`src/rtl/mclr_pkg.sv`:
```
`default_nettype none
package mclr_pkg;

    localparam int CHANNELS_DEF = 64;
    localparam int CNT_W        = 7;
    localparam int CH_W         = 6;
    localparam int DELTA_W      = 16;
    localparam int VAL_W        = 32;
    localparam int TIN_W        = 31;
    localparam int PROD_W       = 50;
    localparam int DIV_NUM_W    = 49;
    localparam int DIV_DEN_W    = 31;
    localparam int DIV_CNT_W    = $clog2(DIV_NUM_W + 1);
    localparam int QUEUE_DEPTH  = 2;

    typedef enum logic [1:0] {
        ACT_TICK  = 2'd0,
        ACT_SET   = 2'd1,
        ACT_READ  = 2'd2,
        ACT_CLEAR = 2'd3
    } t_action;

    typedef enum logic [3:0] {
        S_IDLE,
        S_TK_RD,
        S_TK_CALC,
        S_TK_GO,
        S_TK_DIV,
        S_RD_WAIT,
        S_RD_GO,
        S_RD_DIV,
        S_RD_OUT
    } t_state;

    typedef struct packed {
        t_action                   op;
        logic [CH_W-1:0]           channel;
        logic [DELTA_W-1:0]        delta;
        logic                      set_value;
        logic                      set_goal;
        logic signed [VAL_W-1:0]   value;
        logic signed [VAL_W-1:0]   goal;
        logic signed [VAL_W-1:0]   ticks;
    } t_cmd;

    function automatic logic signed [VAL_W-1:0] sat32(input logic signed [PROD_W-1:0] v);
        logic all_one;
        logic all_zero;
        all_one  = &v[PROD_W-1:VAL_W-1];
        all_zero = ~|v[PROD_W-1:VAL_W-1];
        if (all_one || all_zero) begin
            return v[VAL_W-1:0];
        end else if (v[PROD_W-1]) begin
            return {1'b1, {(VAL_W-1){1'b0}}};
        end else begin
            return {1'b0, {(VAL_W-1){1'b1}}};
        end
    endfunction

    // remaining time minus elapsed, clamped at the signed minimum
    function automatic logic signed [VAL_W-1:0] time_step(input logic signed [VAL_W-1:0] t,
                                                          input logic [DELTA_W-1:0] d);
        logic signed [PROD_W-1:0] diff;
        diff = $signed({{(PROD_W-VAL_W){t[VAL_W-1]}}, t})
             - $signed({{(PROD_W-DELTA_W){1'b0}}, d});
        return sat32(diff);
    endfunction

endpackage
`default_nettype wire

```
`src/rtl/mclr_if.sv`:
```
`default_nettype none
interface mclr_in_if;
    logic                                  valid;
    logic                                  ready;
    logic [1:0]                            action;
    logic [mclr_pkg::CH_W-1:0]             channel;
    logic [mclr_pkg::DELTA_W-1:0]          delta_ticks;
    logic signed [mclr_pkg::VAL_W-1:0]     first_value;
    logic [mclr_pkg::TIN_W-1:0]            first_time;
    logic                                  has_second;
    logic signed [mclr_pkg::VAL_W-1:0]     second_value;
    logic [mclr_pkg::TIN_W-1:0]            second_time;

    modport source (output valid, action, channel, delta_ticks, first_value, first_time,
                    has_second, second_value, second_time, input ready);
    modport sink   (input valid, action, channel, delta_ticks, first_value, first_time,
                    has_second, second_value, second_time, output ready);
endinterface

`default_nettype wire

```
`src/rtl/mclr_front.sv`:
```
`default_nettype none
module mclr_front (
    input  wire logic           i_clk,
    input  wire logic           i_rst_n,
    mclr_in_if.sink             i_in,
    output mclr_pkg::t_cmd      o_cmd,
    output logic                o_cmd_valid,
    input  wire logic           i_cmd_pop
);
    import mclr_pkg::*;

    localparam int PW = $clog2(QUEUE_DEPTH);

    t_cmd            r_queue [QUEUE_DEPTH];
    logic [PW-1:0]   r_wr_ptr;
    logic [PW-1:0]   r_rd_ptr;
    logic [PW:0]     r_count;
    t_cmd            cmd_in;
    logic            push;
    logic            pop;

    // decode the set rules up front so the back end only sees write masks
    always_comb begin
        cmd_in.op        = t_action'(i_in.action);
        cmd_in.channel   = i_in.channel;
        cmd_in.delta     = i_in.delta_ticks;
        cmd_in.set_value = (i_in.first_time == '0);
        cmd_in.set_goal  = (i_in.first_time != '0) || i_in.has_second;
        cmd_in.value     = i_in.first_value;
        if (i_in.first_time != '0) begin
            cmd_in.goal  = i_in.first_value;
            cmd_in.ticks = $signed({1'b0, i_in.first_time});
        end else begin
            cmd_in.goal  = i_in.second_value;
            cmd_in.ticks = $signed({1'b0, i_in.second_time});
        end
    end

    assign i_in.ready  = (r_count != (PW+1)'(QUEUE_DEPTH));
    assign push        = i_in.valid && i_in.ready;
    assign pop         = i_cmd_pop && o_cmd_valid;
    assign o_cmd_valid = (r_count != '0);
    assign o_cmd       = r_queue[r_rd_ptr];

    always_ff @(posedge i_clk) begin
        if (push) begin
            r_queue[r_wr_ptr] <= cmd_in;
        end
    end

    always_ff @(posedge i_clk) begin
        if (!i_rst_n) begin
            r_wr_ptr <= '0;
            r_rd_ptr <= '0;
            r_count  <= '0;
        end else begin
            if (push) begin
                r_wr_ptr <= r_wr_ptr + 1'b1;
            end
            if (pop) begin
                r_rd_ptr <= r_rd_ptr + 1'b1;
            end
            if (push && !pop) begin
                r_count <= r_count + 1'b1;
            end else if (pop && !push) begin
                r_count <= r_count - 1'b1;
            end
        end
    end

endmodule
`default_nettype wire

```
`src/flat_wrapper.sv`:
```
// flat-port wrapper written by rule: the top's interface ports become plain ports
module mclr_front_flat import mclr_pkg::*;
  (i_clk, i_rst_n, o_cmd, o_cmd_valid, i_cmd_pop, i_in_valid, i_in_action, i_in_channel, i_in_delta_ticks, i_in_first_value, i_in_first_time, i_in_has_second, i_in_second_value, i_in_second_time, i_in_ready);
  mclr_in_if i_in_i ();
  input  wire logic i_clk;
  input  wire logic i_rst_n;
  output mclr_pkg::t_cmd o_cmd;
  output logic o_cmd_valid;
  input  wire logic i_cmd_pop;
  input wire logic [$bits(i_in_i.valid)-1:0] i_in_valid;
  input wire logic [$bits(i_in_i.action)-1:0] i_in_action;
  input wire logic [$bits(i_in_i.channel)-1:0] i_in_channel;
  input wire logic [$bits(i_in_i.delta_ticks)-1:0] i_in_delta_ticks;
  input wire logic [$bits(i_in_i.first_value)-1:0] i_in_first_value;
  input wire logic [$bits(i_in_i.first_time)-1:0] i_in_first_time;
  input wire logic [$bits(i_in_i.has_second)-1:0] i_in_has_second;
  input wire logic [$bits(i_in_i.second_value)-1:0] i_in_second_value;
  input wire logic [$bits(i_in_i.second_time)-1:0] i_in_second_time;
  output wire logic [$bits(i_in_i.ready)-1:0] i_in_ready;
  assign i_in_i.valid = i_in_valid;
  assign i_in_i.action = i_in_action;
  assign i_in_i.channel = i_in_channel;
  assign i_in_i.delta_ticks = i_in_delta_ticks;
  assign i_in_i.first_value = i_in_first_value;
  assign i_in_i.first_time = i_in_first_time;
  assign i_in_i.has_second = i_in_has_second;
  assign i_in_i.second_value = i_in_second_value;
  assign i_in_i.second_time = i_in_second_time;
  assign i_in_ready = i_in_i.ready;
  mclr_front u_core (.i_clk(i_clk), .i_rst_n(i_rst_n), .i_in(i_in_i), .o_cmd(o_cmd), .o_cmd_valid(o_cmd_valid), .i_cmd_pop(i_cmd_pop));
endmodule
```
`config.mk`:
```
export PLATFORM = sky130hd
export DESIGN_NAME = mclr_front_flat
export DESIGN_NICKNAME = d
export VERILOG_FILES = /design/src/rtl/mclr_pkg.sv /design/src/rtl/mclr_if.sv /design/src/rtl/mclr_front.sv /design/src/flat_wrapper.sv
export SDC_FILE = /design/constraint.sdc
export NUM_CORES = 1
export LEC_CHECK = 0
export BUFFER_PORTS_ARGS = -buffer_cell sky130_fd_sc_hd__clkbuf_2
export CORE_ASPECT_RATIO = 0.7
export CORE_MARGIN = 4
export CORE_UTILIZATION = 40
export DETAILED_ROUTE_END_ITERATION = 16
export SLEW_MARGIN = 20
export SYNTH_ARGS = -nofsm -noshare
export SYNTH_HDL_FRONTEND = slang
export SYNTH_SLANG_ARGS = --single-unit
```
`constraint.sdc`:
```
create_clock -name i_clk -period 16.12 [get_ports i_clk]
set_input_delay 3.224 -clock i_clk [delete_from_list [all_inputs] [get_ports i_clk]]
set_output_delay 3.224 -clock i_clk [all_outputs]
set_load 0.1 [all_outputs]
```
======== Yosys cells after proc, flatten, opt, wreduce, memory -nomap -nowiden ========
Memories as Yosys holds them, arrays and structs flattened. A register that Yosys moved wholly into a read port is not among the register bits.
Cells that the tools add are included.
storage, ports and cells
  bits in registers ....................... 4
  memory bits (writable) .................. 244
  input bits .............................. 155
  output and inout port bits .............. 124
  logic and storage cells ................. 27
  memories kept ........................... 1
operators by class
  add/subtract/negate cells ............... 4
  eq/ne operators ......................... 1
  mux-type cells .......................... 7
  reductions and logical operators ........ 11
memories
  name            words  width  rd ports  clocked after Yosys merged registers in  wr ports  RTL line          text
  u_core.r_queue  2      122    1         1                                        1         mclr_front.sv:14  t_cmd r_queue [QUEUE_DEPTH];
operators with widths
  kind                                                                 number
  64-bit 2-to-1 mux                                                    1
  31-bit logical NOT                                                   1
  31-bit nonzero test                                                  1
  1-bit logical AND                                                    4
  1-bit 2-to-1 mux                                                     4
  2-bit 2-to-1 mux                                                     2
  2-bit nonzero test                                                   2
  1-bit adder (second input constant)                                  2
  2-bit by 1-bit adder with 2-bit output (second input constant)       1
  1-bit logical NOT                                                    2
  2-bit inequality test (second input constant)                        1
  2-bit by 1-bit subtractor with 2-bit output (second input constant)  1
  1-bit logical OR                                                     1

======== Logic depth before layout (Yosys ltp) ========
  word-level depth ........................ 6
  mapped depth ............................ 7
  depth with buffers taken out ............ 7

======== Least setup slack after synthesis ========
Ideal clock, no wire load.
  path type ............................... input port to flip-flop
  start ................................... input port i_in_valid
  end ..................................... memory u_core.r_queue[0][0] (netlist name) (enable)
  data arrival time ....................... 8.398 ns
  required time ........................... 15.517 ns
  setup slack ............................. 7.119 ns
  stages on the path ...................... 2
  path buffers ............................ 0
  cells stage by stage .................... nand2_1 > nor2_1
on the way
  longest elaborated chain between the ends .. 3
RTL lines
  element                                 RTL line            text
  from (decl)                             flat_wrapper.sv:10  input wire logic [$bits(i_in_i.valid)-1:0] i_in_valid;
  1-bit logical AND                       mclr_front.sv:40    assign push = i_in.valid && i_in.ready;
  1-bit 2-to-1 mux                        mclr_front.sv:46    if (push) begin
  1-bit 2-to-1 mux (not written as such)  mclr_front.sv:47    r_queue[r_wr_ptr] <= cmd_in;
  to (decl)                               mclr_front.sv:14
No other way between the ends.

==> impl_metrics.ini <==
[run_status]
run_status = finished, final reports clean

[routing]
routedWlPerCell_um = 19.31
ant_nets = 0
vias_per_cell = 4.874
drt_iter0_drc = 225
vias = 5391
drt-total-wl_um = 21360
firstDrtPassIters = 4
drc = 0

[grt]
grt_start_max_net_pins = 78
grtUsageTotal_pct = 14.86
overflow = 0
grt_pass1_wl_um = 31440
grt_pass1_vias = 5679
antenna_found_initial = 1

[place]
dpl-instance-area_mm2 = 0.01137
place_inst = 1063
post-dp-hpwl_um = 14730
place_ws_ns = 10.20
port_buffers = 277
gp_congestion = 0.8402

[logic_synthesis]
syn_inst = 483
synthesis.area_mm2 = 0.009647
ys_seq_area_share_pct = 76.37
synth_nets = 639
synth_area_per_cell_um2 = 19.97
yosysWarnings = 0
synth.mux.area_fraction_pct = 17.86
synth_adder_area_share_pct = 0.1297
synth_top_family_by_area = multiplexers
ys_ff_latch = 247
synth_xor_area_share_pct = 0.3632
synth_compound_area_share_pct = 2.542
yosys.area_share.simple_pct = 1.453
synth_cell_types = 28

[sta]
hold_viol_final = 0
finalSetupTns_ns = 0
post-route-period-util_pct = 38.83
relSlewSlack_pct = 30.05
finClkSkew_ns = 0.01539
worst_slew_pin_slew_ns = 1.049
maxSlewViolCount = 0
rsz0062_at_grt = no
max_freq_mhz = 159.8
min_period_ns = 6.259
setup_slack_ns = 9.861
setup-violations-final = 0

[pwr]
p_total_uw = 2539
ir_worst_vdd_mv = 0.1567
leakage_uw = 0.004689
p_per_area_mw_per_mm2 = 209.4

[critical_path]
r2r-end = u_core.r_queue[0][8]
ff2ff_setup_slack_ns = 13.30
cp.arrival_ns = 3.03
end_kind = output pin
crit_type = flop to output pin
startpoint_type = flop
path_max_fanout = 77
reg2reg_depth = 5
rr_startpoint = u_core.r_count[0]
required_ns = 12.90

[layout]
antenna_cells = 0
drive_gt1_share_pct = 59.90
stdcell_count = 1106
final_net_count = 928
area_delta_synth_final_pct = 25.73
fillers = 1982
postLayoutCellArea_mm2 = 0.01213

[clock_network]
htreeDepth = 1
cts_tree = yes
clk-insertion-delay-late_ns = 0.51
hold_buffers = 0
post_cts_buffers = 0
cts_buffer_depth = 3
cts.repair.resized = 0
path_clk_slew_ns = 0.06
cts_buffers = 25
cts_sinks = 247
cts.root.buffer_cell = clkbuf_16

[worst_hold_path]
holdPathEnd = u_core.r_count[1]
hp-start = u_core.r_count[1]
hp-class = flop to flop
hold-path-cell-count = 2

[floorplan]
die_w_um = 193.6
die_h_um = 137.9
core_area_mm2 = 0.02370
start_util_pct = 40.71
die_area_mm2 = 0.02671
row_count = 47
io_pins = 279

[flow_run]
maxCapViolCount = 0
==> worst max-delay path: stages (launching register included) <==
cell and delay, ns:
dfxtp_4 1.02, buf_4 0.64, mux2_2 0.41, clkbuf_2 0.38
==> flip-flops by register name (all words and copies together) (netlist names), named ones only <==
signal / count
u_core.r_queue: 242
u_core.r_count: 2
u_core.r_rd_ptr: 1
u_core.r_wr_ptr: 1
==> per-layer routing <==
metal  up-vias  share of wire (%)  track usage (%)
li1       2496                  -                -
met1      2674                 44            20.23
met2       189                 47            24.14
met5         -              0.061                0
met4         2                1.7            3.145
met3        30                7.6            4.347
==> metrics by stage <==
| step | util [%] | hold WS, ns |
|---|---|---|
| after floorplan | - | 0.4728 |
| after global placement | 47.97 | 0.4851 |
| after detailed placement | 47.97 | 0.5355 |
| after CTS | 51.18 | 0.5447 |
| after global routing | 51.18 | 0.5725 |
| final | 51.18 | 0.5376 |
==> layout make-up <==
cell class / count / area [µm²] / area share (%)
well taps: 318 / 397.9 / 3.280
multi-input cells: 215 / 2172 / 17.91
clock buffers: 29 / 640.6 / 5.282
repair buffers: 282 / 1424 / 11.74
clock inverters: 14 / 120.1 / 0.9903
inverters: 1 / 3.754 / 0.03095
flip-flops and latches: 247 / 7371 / 60.77
==> cell usage after synthesis <==
cell type | n | area (µm²)
nand2b_1 | 1 | 6.260
nor2_1 | 1 | 3.750
a21boi_0 | 1 | 7.510
xnor2_1 | 3 | 26.28
ha_1 | 1 | 12.51
nor2_4 | 1 | 11.26
xor2_1 | 1 | 8.760
dfxtp_1 | 5 | 100.1
conb_1 | 1 | 3.750
buf_4 | 1 | 7.510
inv_1 | 1 | 3.750
nor4_1 | 7 | 43.79
a21o_1 | 31 | 232.7
mux2_2 | 151 | 1700
and2_1 | 4 | 25.02
mux2_1 | 2 | 22.52
o21ai_0 | 1 | 5.000
edfxtp_1 | 242 | 7267
clkbuf_1 | 1 | 3.750
or3_1 | 2 | 12.51
nand2_1 | 2 | 7.510
buf_6 | 3 | 33.78
nor3_1 | 1 | 5.000
buf_2 | 12 | 60.06
nand4_1 | 2 | 12.51
or2_2 | 1 | 6.260
buf_1 | 3 | 11.26
and3_1 | 1 | 6.260
==> cells by family after synthesis <==
group | count (synthesis)
other | 1
and+or+nand+nor | 23
adders and majority gates | 1
xor gates and xnor gates | 4
AOI/OAI and AO/OA | 33
DFF | 247
muxes | 153
buffers and inverters | 21
==> power breakdown <==
| part | total [µW] | internal (µW) | switching [µW] |
|---|---|---|---|
| clock network | 542 | 315 | 227 |
| registers | 870 | 822 | 48.2 |
| logic | 1130 | 199 | 928 |
==> how the worst max path moves through the flow <==
stage	end	slack, ns
after detailed placement	u_core.r_queue[1][35]	10.20
after global routing	o_cmd[80]	9.68
after global placement	u_core.r_queue[0][39]	10.28
after CTS	o_cmd[62]	9.75
after floorplan	u_core.r_queue[0][0]	7.12
final	o_cmd[83]	9.86
==> cell usage in the layout, fill, tap and decap left out, types with 3 or more instances in the layout <==
| cell type | instances |
|---|---|
| nor4_1 | 7 |
| clkinv_2 | 5 |
| clkbuf_2 | 277 |
| buf_4 | 5 |
| clkinv_1 | 5 |
| clkbuf_1 | 4 |
| clkbuf_16 | 25 |
| mux2_2 | 151 |
| dfxtp_1 | 4 |
| edfxtp_1 | 242 |
| a21o_1 | 31 |
| xnor2_1 | 3 |
| and2_1 | 4 |
No activity file was read; power rests on OpenSTA's default activity.
